--- src/rtl/mesh_flood_relay_dedup_macros.svh ---
// Assertion macros shared by the flood relay modules.
// Each one expects signals named clock and reset in the module that uses it.
`ifndef MESH_FLOOD_RELAY_DEDUP_MACROS_SVH
`define MESH_FLOOD_RELAY_DEDUP_MACROS_SVH

`define MFRD_ASSERT_BASE(lbl, prop) \
   lbl: assert property (@(posedge clock) disable iff (reset) prop) \
      else $error("mesh_flood_relay_dedup: assertion failed");

// Consequent must hold in the same cycle as the antecedent.
`define MFRD_ASSERT_IMP(lbl, ante, cons) `MFRD_ASSERT_BASE(lbl, (ante) |-> (cons))

// Consequent must hold in the cycle after the antecedent.
`define MFRD_ASSERT_NEXT(lbl, ante, cons) `MFRD_ASSERT_BASE(lbl, (ante) |=> (cons))

`endif

--- src/rtl/mfrd_pkg.sv ---
`default_nettype none

package mfrd_pkg;

   localparam int CACHE_DEPTH = 32;
   localparam int PTR_W       = $clog2(CACHE_DEPTH);
   localparam int ORIGIN_W    = 32;
   localparam int SEQ_W       = 16;
   localparam int TTL_W       = 8;
   localparam int TIME_W      = 32;
   localparam int DELAY_W     = 9;
   localparam int FUNC_W      = 2;
   localparam int ENTRY_W     = ORIGIN_W + SEQ_W;
   localparam int CSR_IDX_W   = 1;
   localparam int CSR_DATA_W  = 32;

   localparam logic [FUNC_W-1:0] FUNC_RECEIVE   = 2'd0;
   localparam logic [FUNC_W-1:0] FUNC_ORIGINATE = 2'd1;
   localparam logic [FUNC_W-1:0] FUNC_POLL      = 2'd2;

   localparam logic [CSR_IDX_W-1:0] CSR_NODE_ID   = 1'b0;
   localparam logic [CSR_IDX_W-1:0] CSR_HOP_LIMIT = 1'b1;

   localparam logic [ORIGIN_W-1:0] NODE_ID_RESET   = 32'd1;
   localparam logic [TTL_W-1:0]    HOP_LIMIT_RESET = 8'd3;

   typedef enum logic [1:0] {
      ST_IDLE,
      ST_ISSUE,
      ST_DRAIN,
      ST_COMMIT
   } mfrd_state_type;

   typedef struct packed {
      logic accept;
      logic issue;
      logic commit;
   } mfrd_cmd_type;

   typedef struct packed {
      logic scan_last;
      logic out_free;
   } mfrd_sts_type;

endpackage

`default_nettype wire

--- src/rtl/mfrd_ram.sv ---
`default_nettype none

module mfrd_ram #(
   parameter int WIDTH  = 8,
   parameter int DEPTH  = 16,
   parameter int ADDR_W = $clog2(DEPTH)
) (
   input  wire logic              clock,
   input  wire logic              wr_en,
   input  wire logic [ADDR_W-1:0] wr_addr,
   input  wire logic [WIDTH-1:0]  wr_data,
   input  wire logic [ADDR_W-1:0] rd_addr,
   output logic      [WIDTH-1:0]  rd_data
);

   logic [WIDTH-1:0] mem [DEPTH];
   logic [WIDTH-1:0] rd_data_ff;

   always_ff @(posedge clock) begin
      if (wr_en) begin
         mem[wr_addr] <= wr_data;
      end
      rd_data_ff <= mem[rd_addr];
   end

   assign rd_data = rd_data_ff;

endmodule

`default_nettype wire

--- src/rtl/mfrd_ctrl.sv ---
`default_nettype none
`include "mesh_flood_relay_dedup_macros.svh"

module mfrd_ctrl (
   input  wire logic                  clock,
   input  wire logic                  reset,
   input  wire logic                  req_valid,
   output logic                       req_ready,
   input  wire mfrd_pkg::mfrd_sts_type sts,
   output mfrd_pkg::mfrd_cmd_type     cmd
);

   mfrd_pkg::mfrd_state_type state_ff;
   mfrd_pkg::mfrd_state_type state_in;

   always_ff @(posedge clock) begin
      if (reset) begin
         state_ff <= mfrd_pkg::ST_IDLE;
      end else begin
         state_ff <= state_in;
      end
   end

   always_comb begin
      state_in = state_ff;
      unique case (state_ff)
         mfrd_pkg::ST_IDLE: begin
            if (req_valid) begin
               state_in = mfrd_pkg::ST_ISSUE;
            end
         end
         mfrd_pkg::ST_ISSUE: begin
            if (sts.scan_last) begin
               state_in = mfrd_pkg::ST_DRAIN;
            end
         end
         mfrd_pkg::ST_DRAIN: begin
            state_in = mfrd_pkg::ST_COMMIT;
         end
         mfrd_pkg::ST_COMMIT: begin
            if (sts.out_free) begin
               state_in = mfrd_pkg::ST_IDLE;
            end
         end
         default: begin
            state_in = mfrd_pkg::ST_IDLE;
         end
      endcase
   end

   always_comb begin
      req_ready  = (state_ff == mfrd_pkg::ST_IDLE);
      cmd.accept = req_ready && req_valid;
      cmd.issue  = (state_ff == mfrd_pkg::ST_ISSUE);
      cmd.commit = (state_ff == mfrd_pkg::ST_COMMIT) && sts.out_free;
   end

   `MFRD_ASSERT_IMP(a_commit_needs_slot, cmd.commit, sts.out_free)
   `MFRD_ASSERT_NEXT(a_accept_starts_scan, cmd.accept, state_ff == mfrd_pkg::ST_ISSUE)
   `MFRD_ASSERT_NEXT(a_last_read_drains, cmd.issue && sts.scan_last,
                     state_ff == mfrd_pkg::ST_DRAIN)

endmodule

`default_nettype wire

--- src/rtl/mfrd_dp.sv ---
`default_nettype none
`include "mesh_flood_relay_dedup_macros.svh"

module mfrd_dp (
   input  wire logic                               clock,
   input  wire logic                               reset,
   input  wire mfrd_pkg::mfrd_cmd_type             cmd,
   output mfrd_pkg::mfrd_sts_type                  sts,
   input  wire logic [mfrd_pkg::FUNC_W-1:0]        req_func,
   input  wire logic [mfrd_pkg::ORIGIN_W-1:0]      req_pkt_origin,
   input  wire logic [mfrd_pkg::SEQ_W-1:0]         req_pkt_seq,
   input  wire logic [mfrd_pkg::TTL_W-1:0]         req_pkt_ttl,
   input  wire logic [mfrd_pkg::TIME_W-1:0]        req_now_ms,
   input  wire logic [mfrd_pkg::DELAY_W-1:0]       req_relay_delay,
   input  wire logic                               csr_write,
   input  wire logic [mfrd_pkg::CSR_IDX_W-1:0]     csr_index,
   input  wire logic [mfrd_pkg::CSR_DATA_W-1:0]    csr_wdata,
   input  wire logic                               rsp_ready,
   output logic                                    rsp_valid,
   output logic                                    rsp_send_valid,
   output logic      [mfrd_pkg::ORIGIN_W-1:0]      rsp_send_origin,
   output logic      [mfrd_pkg::ORIGIN_W-1:0]      rsp_send_sender,
   output logic      [mfrd_pkg::SEQ_W-1:0]         rsp_send_seq,
   output logic      [mfrd_pkg::TTL_W-1:0]         rsp_send_ttl,
   output logic                                    rsp_duplicate,
   output logic                                    rsp_cancelled,
   output logic                                    rsp_accepted
);

   // Configuration registers.
   logic [mfrd_pkg::ORIGIN_W-1:0] node_id_ff;
   logic [mfrd_pkg::TTL_W-1:0]    hop_limit_ff;

   // Transaction being worked on.
   logic [mfrd_pkg::FUNC_W-1:0]   func_ff;
   logic [mfrd_pkg::ORIGIN_W-1:0] key_origin_ff;
   logic [mfrd_pkg::SEQ_W-1:0]    key_seq_ff;
   logic [mfrd_pkg::TTL_W-1:0]    ttl_ff;
   logic [mfrd_pkg::TIME_W-1:0]   now_ff;
   logic [mfrd_pkg::DELAY_W-1:0]  delay_ff;

   // Pending relay.
   logic                          pend_valid_ff, pend_valid_in;
   logic [mfrd_pkg::ORIGIN_W-1:0] pend_origin_ff, pend_origin_in;
   logic [mfrd_pkg::SEQ_W-1:0]    pend_seq_ff, pend_seq_in;
   logic [mfrd_pkg::TTL_W-1:0]    pend_ttl_ff, pend_ttl_in;
   logic [mfrd_pkg::TIME_W-1:0]   pend_deadline_ff, pend_deadline_in;

   logic [mfrd_pkg::SEQ_W-1:0]    next_seq_ff, next_seq_in;
   logic [mfrd_pkg::PTR_W-1:0]    insert_ptr_ff;

   // Cache scan.
   logic [mfrd_pkg::CACHE_DEPTH-1:0] entry_valid_ff;
   logic [mfrd_pkg::PTR_W-1:0]       scan_ff;
   logic                             rd_vld_ff;
   logic                             cmp_en_ff;
   logic                             hit_ff;
   logic [mfrd_pkg::ENTRY_W-1:0]     rd_data;
   logic [mfrd_pkg::ENTRY_W-1:0]     entry;
   logic                             match;

   // Cache insertion.
   logic                          rec_en;
   logic [mfrd_pkg::ORIGIN_W-1:0] rec_origin;
   logic [mfrd_pkg::SEQ_W-1:0]    rec_seq;

   // Result register.
   logic                          rsp_valid_ff;
   logic                          send_valid_ff, send_valid_in;
   logic [mfrd_pkg::ORIGIN_W-1:0] send_origin_ff, send_origin_in;
   logic [mfrd_pkg::ORIGIN_W-1:0] send_sender_ff, send_sender_in;
   logic [mfrd_pkg::SEQ_W-1:0]    send_seq_ff, send_seq_in;
   logic [mfrd_pkg::TTL_W-1:0]    send_ttl_ff, send_ttl_in;
   logic                          duplicate_ff, duplicate_in;
   logic                          cancelled_ff, cancelled_in;
   logic                          accepted_ff, accepted_in;

   assign sts.scan_last = (scan_ff == mfrd_pkg::PTR_W'(mfrd_pkg::CACHE_DEPTH - 1));
   assign sts.out_free  = !rsp_valid_ff || rsp_ready;

   always_ff @(posedge clock) begin
      if (reset) begin
         node_id_ff   <= mfrd_pkg::NODE_ID_RESET;
         hop_limit_ff <= mfrd_pkg::HOP_LIMIT_RESET;
      end else if (csr_write) begin
         unique case (csr_index)
            mfrd_pkg::CSR_NODE_ID:   node_id_ff   <= csr_wdata;
            mfrd_pkg::CSR_HOP_LIMIT: hop_limit_ff <= csr_wdata[mfrd_pkg::TTL_W-1:0];
            default: ;
         endcase
      end
   end

   // The scan key is the received pair, or for an originate or a poll the pending pair.
   always_ff @(posedge clock) begin
      if (cmd.accept) begin
         func_ff  <= req_func;
         ttl_ff   <= req_pkt_ttl;
         now_ff   <= req_now_ms;
         delay_ff <= req_relay_delay;
         if (req_func == mfrd_pkg::FUNC_RECEIVE) begin
            key_origin_ff <= req_pkt_origin;
            key_seq_ff    <= req_pkt_seq;
         end else begin
            key_origin_ff <= pend_origin_ff;
            key_seq_ff    <= pend_seq_ff;
         end
      end
   end

   mfrd_ram #(
      .WIDTH (mfrd_pkg::ENTRY_W),
      .DEPTH (mfrd_pkg::CACHE_DEPTH)
   ) u_cache (
      .clock   (clock),
      .wr_en   (rec_en),
      .wr_addr (insert_ptr_ff),
      .wr_data ({rec_origin, rec_seq}),
      .rd_addr (scan_ff),
      .rd_data (rd_data)
   );

   // An entry never written reads as the all-zero pair.
   assign entry = rd_vld_ff ? rd_data : '0;
   assign match = (entry == {key_origin_ff, key_seq_ff});

   always_ff @(posedge clock) begin
      rd_vld_ff <= entry_valid_ff[scan_ff];
      if (reset) begin
         scan_ff        <= '0;
         cmp_en_ff      <= 1'b0;
         hit_ff         <= 1'b0;
         entry_valid_ff <= '0;
         insert_ptr_ff  <= '0;
      end else begin
         cmp_en_ff <= cmd.issue;
         if (cmd.accept) begin
            scan_ff <= '0;
            hit_ff  <= 1'b0;
         end else begin
            if (cmd.issue) begin
               scan_ff <= sts.scan_last ? '0 : scan_ff + 1'b1;
            end
            if (cmp_en_ff && match) begin
               hit_ff <= 1'b1;
            end
         end
         if (rec_en) begin
            entry_valid_ff[insert_ptr_ff] <= 1'b1;
            if (insert_ptr_ff == mfrd_pkg::PTR_W'(mfrd_pkg::CACHE_DEPTH - 1)) begin
               insert_ptr_ff <= '0;
            end else begin
               insert_ptr_ff <= insert_ptr_ff + 1'b1;
            end
         end
      end
   end

   always_comb begin
      pend_valid_in    = pend_valid_ff;
      pend_origin_in   = pend_origin_ff;
      pend_seq_in      = pend_seq_ff;
      pend_ttl_in      = pend_ttl_ff;
      pend_deadline_in = pend_deadline_ff;
      next_seq_in      = next_seq_ff;
      rec_en           = 1'b0;
      rec_origin       = key_origin_ff;
      rec_seq          = key_seq_ff;
      send_valid_in    = 1'b0;
      send_origin_in   = '0;
      send_sender_in   = '0;
      send_seq_in      = '0;
      send_ttl_in      = '0;
      duplicate_in     = 1'b0;
      cancelled_in     = 1'b0;
      accepted_in      = 1'b0;
      if (cmd.commit) begin
         unique case (func_ff)
            mfrd_pkg::FUNC_RECEIVE: begin
               if (hit_ff) begin
                  duplicate_in = 1'b1;
                  if (pend_valid_ff && pend_origin_ff == key_origin_ff &&
                      pend_seq_ff == key_seq_ff) begin
                     pend_valid_in = 1'b0;
                     cancelled_in  = 1'b1;
                  end
               end else begin
                  pend_valid_in    = 1'b1;
                  pend_origin_in   = key_origin_ff;
                  pend_seq_in      = key_seq_ff;
                  pend_ttl_in      = ttl_ff;
                  pend_deadline_in = now_ff + mfrd_pkg::TIME_W'(delay_ff);
                  accepted_in      = 1'b1;
               end
            end
            mfrd_pkg::FUNC_ORIGINATE: begin
               next_seq_in    = next_seq_ff + 1'b1;
               rec_en         = 1'b1;
               rec_origin     = node_id_ff;
               rec_seq        = next_seq_ff;
               send_valid_in  = 1'b1;
               send_origin_in = node_id_ff;
               send_sender_in = node_id_ff;
               send_seq_in    = next_seq_ff;
               send_ttl_in    = hop_limit_ff;
            end
            mfrd_pkg::FUNC_POLL: begin
               if (pend_valid_ff && now_ff >= pend_deadline_ff) begin
                  pend_valid_in = 1'b0;
                  if (pend_ttl_ff != '0 && !hit_ff) begin
                     rec_en         = 1'b1;
                     rec_origin     = pend_origin_ff;
                     rec_seq        = pend_seq_ff;
                     send_valid_in  = 1'b1;
                     send_origin_in = pend_origin_ff;
                     send_sender_in = node_id_ff;
                     send_seq_in    = pend_seq_ff;
                     send_ttl_in    = pend_ttl_ff - 1'b1;
                  end
               end
            end
            default: ;
         endcase
      end
   end

   always_ff @(posedge clock) begin
      pend_origin_ff   <= pend_origin_in;
      pend_seq_ff      <= pend_seq_in;
      pend_ttl_ff      <= pend_ttl_in;
      pend_deadline_ff <= pend_deadline_in;
      if (reset) begin
         pend_valid_ff <= 1'b0;
         next_seq_ff   <= '0;
      end else begin
         pend_valid_ff <= pend_valid_in;
         next_seq_ff   <= next_seq_in;
      end
   end

   always_ff @(posedge clock) begin
      if (reset) begin
         rsp_valid_ff <= 1'b0;
      end else if (cmd.commit) begin
         rsp_valid_ff <= 1'b1;
      end else if (rsp_ready) begin
         rsp_valid_ff <= 1'b0;
      end
      if (cmd.commit) begin
         send_valid_ff  <= send_valid_in;
         send_origin_ff <= send_origin_in;
         send_sender_ff <= send_sender_in;
         send_seq_ff    <= send_seq_in;
         send_ttl_ff    <= send_ttl_in;
         duplicate_ff   <= duplicate_in;
         cancelled_ff   <= cancelled_in;
         accepted_ff    <= accepted_in;
      end
   end

   assign rsp_valid       = rsp_valid_ff;
   assign rsp_send_valid  = send_valid_ff;
   assign rsp_send_origin = send_origin_ff;
   assign rsp_send_sender = send_sender_ff;
   assign rsp_send_seq    = send_seq_ff;
   assign rsp_send_ttl    = send_ttl_ff;
   assign rsp_duplicate   = duplicate_ff;
   assign rsp_cancelled   = cancelled_ff;
   assign rsp_accepted    = accepted_ff;

   `MFRD_ASSERT_NEXT(a_commit_loads_result, cmd.commit, rsp_valid_ff)
   `MFRD_ASSERT_IMP(a_cancel_only_on_dup, rsp_valid_ff && cancelled_ff, duplicate_ff)
   `MFRD_ASSERT_IMP(a_send_excludes_rx_flags, rsp_valid_ff && send_valid_ff,
                    !duplicate_ff && !accepted_ff)

endmodule

`default_nettype wire

--- src/rtl/mesh_flood_relay_dedup.sv ---
`default_nettype none

// Flood relay for one mesh node with a duplicate cache of recently sent
// (origin, sequence) pairs. Each transaction on req_ is a receive, an
// originate or a poll, and it yields exactly one result on rsp_. Every
// transaction walks the whole cache through the single read port of the
// cache RAM, one entry per cycle, and the next transaction is accepted only
// once that walk, a drain state and a commit state are over. The result
// sits in an output register, so the next transaction is accepted while an
// earlier result still waits on rsp_ready; that next transaction then holds
// in its commit state until the output register is free. The cache reads as
// all zero after reset, so origin 0 with sequence 0 is treated as seen until
// every slot has been written.
// The node id (index 0) and the hop limit of originated packets (index 1)
// are written through csr_, which is always ready, and may be changed only
// while the block is idle.
module mesh_flood_relay_dedup (
   input  wire logic                             clock,
   input  wire logic                             reset,
   input  wire logic                             req_valid,
   output logic                                  req_ready,
   input  wire logic [mfrd_pkg::FUNC_W-1:0]      req_func,
   input  wire logic [mfrd_pkg::ORIGIN_W-1:0]    req_pkt_origin,
   input  wire logic [mfrd_pkg::SEQ_W-1:0]       req_pkt_seq,
   input  wire logic [mfrd_pkg::TTL_W-1:0]       req_pkt_ttl,
   input  wire logic [mfrd_pkg::TIME_W-1:0]      req_now_ms,
   input  wire logic [mfrd_pkg::DELAY_W-1:0]     req_relay_delay,
   output logic                                  rsp_valid,
   input  wire logic                             rsp_ready,
   output logic                                  rsp_send_valid,
   output logic      [mfrd_pkg::ORIGIN_W-1:0]    rsp_send_origin,
   output logic      [mfrd_pkg::ORIGIN_W-1:0]    rsp_send_sender,
   output logic      [mfrd_pkg::SEQ_W-1:0]       rsp_send_seq,
   output logic      [mfrd_pkg::TTL_W-1:0]       rsp_send_ttl,
   output logic                                  rsp_duplicate,
   output logic                                  rsp_cancelled,
   output logic                                  rsp_accepted,
   input  wire logic                             csr_valid,
   output logic                                  csr_ready,
   input  wire logic [mfrd_pkg::CSR_IDX_W-1:0]   csr_index,
   input  wire logic [mfrd_pkg::CSR_DATA_W-1:0]  csr_wdata
);

   mfrd_pkg::mfrd_cmd_type cmd;
   mfrd_pkg::mfrd_sts_type sts;

   assign csr_ready = 1'b1;

   mfrd_ctrl u_ctrl (
      .clock     (clock),
      .reset     (reset),
      .req_valid (req_valid),
      .req_ready (req_ready),
      .sts       (sts),
      .cmd       (cmd)
   );

   mfrd_dp u_dp (
      .clock           (clock),
      .reset           (reset),
      .cmd             (cmd),
      .sts             (sts),
      .req_func        (req_func),
      .req_pkt_origin  (req_pkt_origin),
      .req_pkt_seq     (req_pkt_seq),
      .req_pkt_ttl     (req_pkt_ttl),
      .req_now_ms      (req_now_ms),
      .req_relay_delay (req_relay_delay),
      .csr_write       (csr_valid && csr_ready),
      .csr_index       (csr_index),
      .csr_wdata       (csr_wdata),
      .rsp_ready       (rsp_ready),
      .rsp_valid       (rsp_valid),
      .rsp_send_valid  (rsp_send_valid),
      .rsp_send_origin (rsp_send_origin),
      .rsp_send_sender (rsp_send_sender),
      .rsp_send_seq    (rsp_send_seq),
      .rsp_send_ttl    (rsp_send_ttl),
      .rsp_duplicate   (rsp_duplicate),
      .rsp_cancelled   (rsp_cancelled),
      .rsp_accepted    (rsp_accepted)
   );

endmodule

`default_nettype wire

--- config.mk ---
export PLATFORM = sky130hd
export DESIGN_NAME = mesh_flood_relay_dedup
export DESIGN_NICKNAME = d
export VERILOG_FILES = /design/src/rtl/mfrd_pkg.sv /design/src/rtl/mfrd_ram.sv /design/src/rtl/mfrd_ctrl.sv /design/src/rtl/mfrd_dp.sv /design/src/rtl/mesh_flood_relay_dedup.sv
export VERILOG_INCLUDE_DIRS = /design/src /design/src/rtl
export SDC_FILE = /design/constraint.sdc
export NUM_CORES = 2
export LEC_CHECK = 0
export BUFFER_PORTS_ARGS = -buffer_cell sky130_fd_sc_hd__buf_2
export CAP_MARGIN = 20
export CELL_PAD_IN_SITES_DETAIL_PLACEMENT = 1
export CELL_PAD_IN_SITES_GLOBAL_PLACEMENT = 2
export CORE_UTILIZATION = 55
export CTS_BUF_LIST = sky130_fd_sc_hd__clkbuf_2 sky130_fd_sc_hd__clkbuf_4 sky130_fd_sc_hd__clkbuf_8
export CTS_CLUSTER_SIZE = 20
export DETAILED_ROUTE_END_ITERATION = 12
export PLACE_DENSITY_LB_ADDON = 0.1
export SYNTH_ARGS = -nofsm -noshare
export SYNTH_HDL_FRONTEND = slang
export SYNTH_SLANG_ARGS = --single-unit
--- constraint.sdc ---
create_clock -name clock -period 26 [get_ports clock]
set_clock_uncertainty 0.1 [all_clocks]
set_input_delay 3.9 -clock clock [delete_from_list [all_inputs] [get_ports clock]]
set_output_delay 3.9 -clock clock [all_outputs]
set_load 0.005 [all_outputs]
==> metrics.csv <==
stage;metric;value;unit
final_layout;area grow syn2layout;12.6;%
die;Initial Util;0.554;
synth;Yosys reg bits;1968;
grt;Total Routing Usage GR;0.304;
detailed_routing;DR WL/cell;33.3;um
timing;worst hold margin;0.318;ns
worst_setup_path;Worst R2R Start;u_dp.now_ff[15];
die;core area;140000;um^2
power;Worst VDD drop;0.0755;mV
cts;CTS Hold Bufs;0;
cts;Post-CTS Resized;0;
grt;first-pass GRT wire length;302000;um
timing;Worst-Margin Slew;1.19;ns
cts;Sink Count;1968;
cts;root buffer cell;clkbuf_8;
grt;antenna violations before repair;16;
timing;TNS Setup;0;ns
worst_setup_path;Reg2Reg Depth;10;
worst_hold_path;WHS Path Cells;0;
cts;clk buf depth;4;
worst_hold_path;Min-Delay Path Class;flop to flop;
synth;library cells used by synthesis;69;
power;power per cell area;86.4;nW/um^2
die;die width;377;um
worst_setup_path;Arr. time, crit path;7.86;ns
placement;detailed placement HPWL;124000;um
synth;Mapped Nets;4036;
grt;Congestion Overflow GR;0;
worst_setup_path;Max FO, Critical Path;51;
final_layout;Filler Cells Inserted;11800;
final_layout;Post-Layout Inst Area;87200;um^2
detailed_routing;routed via count;40400;
final_layout;Multi-input gate area;18900;um^2
die;Die H;377;um
power;leakage;28.1;nW
worst_setup_path;RR Endpoint;u_dp.u_cache.mem[8][34];
synth;Async SR Flop Fraction;0;
cts;CTS tree;done;
worst_setup_path;Worst Setup End Kind;flop;
worst_setup_path;Critical path origin;rsp_ready;
cts;setup repair bufs after CTS;0;
job;Max Cap Viol;0;
detailed_routing;DR DRC count;0;
synth;yosys warns;0;
synth;synthesized area;77500;um^2
detailed_routing;post-route ant nets;0;
worst_hold_path;WHS Endpoint;u_dp.pend_ttl_ff[5];
cts;Max H-tree Level;5;
status;status;completed;
die;row cnt;137;
timing;FMAX;135;MHz
timing;Worst Setup Slack, final;18.61;ns
timing;Final setup viols;0;
worst_hold_path;worst hold start;u_dp.ttl_ff[5];
worst_setup_path;Critical Path Source Type;input pin;
timing;minimum clock period;7.39;ns
cts;CTS Buf Count;331;
worst_setup_path;critical path type;input pin to flop;
placement;gp weighted congestion;0.798;
grt;maximum number of pins on one net before global-route repair;94;
placement;pre-CTS setup slack;17.68;ns
synth;sequential-to-total area share from yosys stat;0.743;
timing;RSZ-0062 raised after global routing;no;
grt;vias in the first global route;41600;
final_layout;nets;4486;
worst_setup_path;R2R setup slack;20.46;ns
detailed_routing;DRT Wirelength;213000;um
timing;Hold Fails Final Rpt;0;
placement;I/O Buffers;230;
cts;Reg clk slew, reported paths;0.07;ns
cts;clk_lat worst skew;0.99;ns
detailed_routing;Vias/cell;6.31;
timing;Max Slew Vio Count;0;
synth;Syn Area/Cell;20.2;um^2
timing;Slew headroom;0.205;
synth;Syn Inst Count;3840;
final_layout;FF/Latch Area;57600;um^2
synth;Post-synth EDFFs;1815;
worst_setup_path;Crit path required time;26.47;ns
detailed_routing;first drt pass iteration count;5;
final_layout;most common cell after layout, fill and taps aside;edfxtp_1;
final_layout;most frequent cells in the layout;edfxtp_1 (1,815), mux4_2 (490), clkbuf_8 (344);
die;Die Footprint;142000;um^2
detailed_routing;drt first-iter violations;4742;
final_layout;ratio of cells with drive above 1 in the final layout;0.324;
placement;area post-placement;80900;um^2
die;IO Count;232;
timing;final worst-path cycle share;0.284;
synth;Most used DFF post-synth;edfxtp_1;
==> metal layers <==
metal | track usage | share of wire | vias to the layer above
met3 | 0.0687 | 0.089 | 426
met4 | 0.105 | 0.033 | 12
met1 | 0.421 | 0.40 | 21400
met5 | 0 | 0.00037 | -
met2 | 0.480 | 0.48 | 1992
li1 | - | - | 16600
==> state kept, by name, indices dropped and copies added (netlist names), 9 cells and up <==
name and count:
u_dp.node_id_ff 32, u_dp.entry_valid_ff 32, u_dp.pend_deadline_ff 32, u_dp.delay_ff 9
u_dp.rsp_send_seq 16, u_dp.key_origin_ff 32, u_dp.now_ff 32, u_dp.u_cache.rd_data 48
u_dp.pend_seq_ff 16, u_dp.u_cache.mem 1536, u_dp.rsp_send_sender 32, u_dp.rsp_send_origin 32
u_dp.pend_origin_ff 32, u_dp.key_seq_ff 16, u_dp.next_seq_ff 16
==> worst max-delay path, stage by stage <==
cell,delay (ns)
buf_2,0.08
nor2b_1,0.08
nor2b_4,0.11
buf_4,0.42
nand2_1,0.22
a31oi_4,0.23
buf_4,0.52
nand2_1,0.57
nor2_4,0.92
buf_4,0.71
==> how the worst max path moves through the flow <==
stage                                    to  slack (ns)  depth (start not counted)
finish              u_dp.u_cache.mem[8][34]       18.61                         10
global route        u_dp.u_cache.mem[8][34]       18.54                         10
CTS                 u_dp.u_cache.mem[8][34]       18.70                         10
detailed placement  u_dp.u_cache.mem[8][18]       17.68                         10
global placement    u_dp.u_cache.mem[8][18]       17.80                         10
floorplan           u_dp.u_cache.mem[28][0]       14.03                          7
==> cell type report <==
class,count,share of cell area
flip-flops and latches,1968,0.660
multi-input cells,1595,0.217
clock buffers,466,0.0648
well taps,1876,0.0269
repair buffers,314,0.0210
clock inverters,97,0.00626
inverters,80,0.00350
diodes,3,0.0000861
==> logic make-up after synthesis <==
kind of cell / after synthesis / synth area share
mux: 593 / 0.157
other cells: 1 / 0.0000484
xor+xnor: 95 / 0.0107
flops: 1968 / 0.743
simple gates: 533 / 0.0343
compound gates: 314 / 0.0289
buf+inv: 277 / 0.0158
fa+ha+maj: 59 / 0.00963
==> synth_stat cells, drive strengths merged (3+ instances only) <==
cell type  count  area share
and2          87      0.0070
o22ai          9     0.00073
o21a           4     0.00039
o21ai         34      0.0022
o211ai         4     0.00039
nor3          21      0.0014
a21oi         72      0.0047
and3          19      0.0015
inv           80      0.0039
xor2          51      0.0058
or3            5     0.00040
buf           84      0.0065
nor4           8     0.00073
nor2         115      0.0056
edfxtp      1815        0.70
a22oi         24      0.0023
mux2i          6     0.00078
a21boi         5     0.00048
mux4         490        0.14
clkbuf       113      0.0055
a2111oi        6     0.00078
xnor2         44      0.0050
nand2        156      0.0076
dfxtp        153       0.040
o31ai          3     0.00029
a31oi         30      0.0025
nand4         21      0.0017
a22o          98       0.011
ha            58      0.0094
nor3b          6     0.00058
nor2b         29      0.0023
and4           5     0.00057
nand3b        15      0.0015
mux2          97       0.014
nand2b        12     0.00097
nand3         25      0.0016
==> report_power, final <==
group          switching, mW  internal [mW]
sequential             0.128           3.75
combinational          0.592          0.419
clock                   1.20           1.44
total                   1.92           5.61
==> per-stage QoR <==
step           utilization  cells  power [mW]
2_1_floorplan            -   3840        4.59
3_3_place_gp         0.579   5829        4.92
3_5_place_dp         0.579   5829        4.95
4_1_cts              0.624   6392        7.58
5_1_grt              0.624   6398        7.78
6_report             0.624   6399        7.53
(Power assumes the default switching activity.)
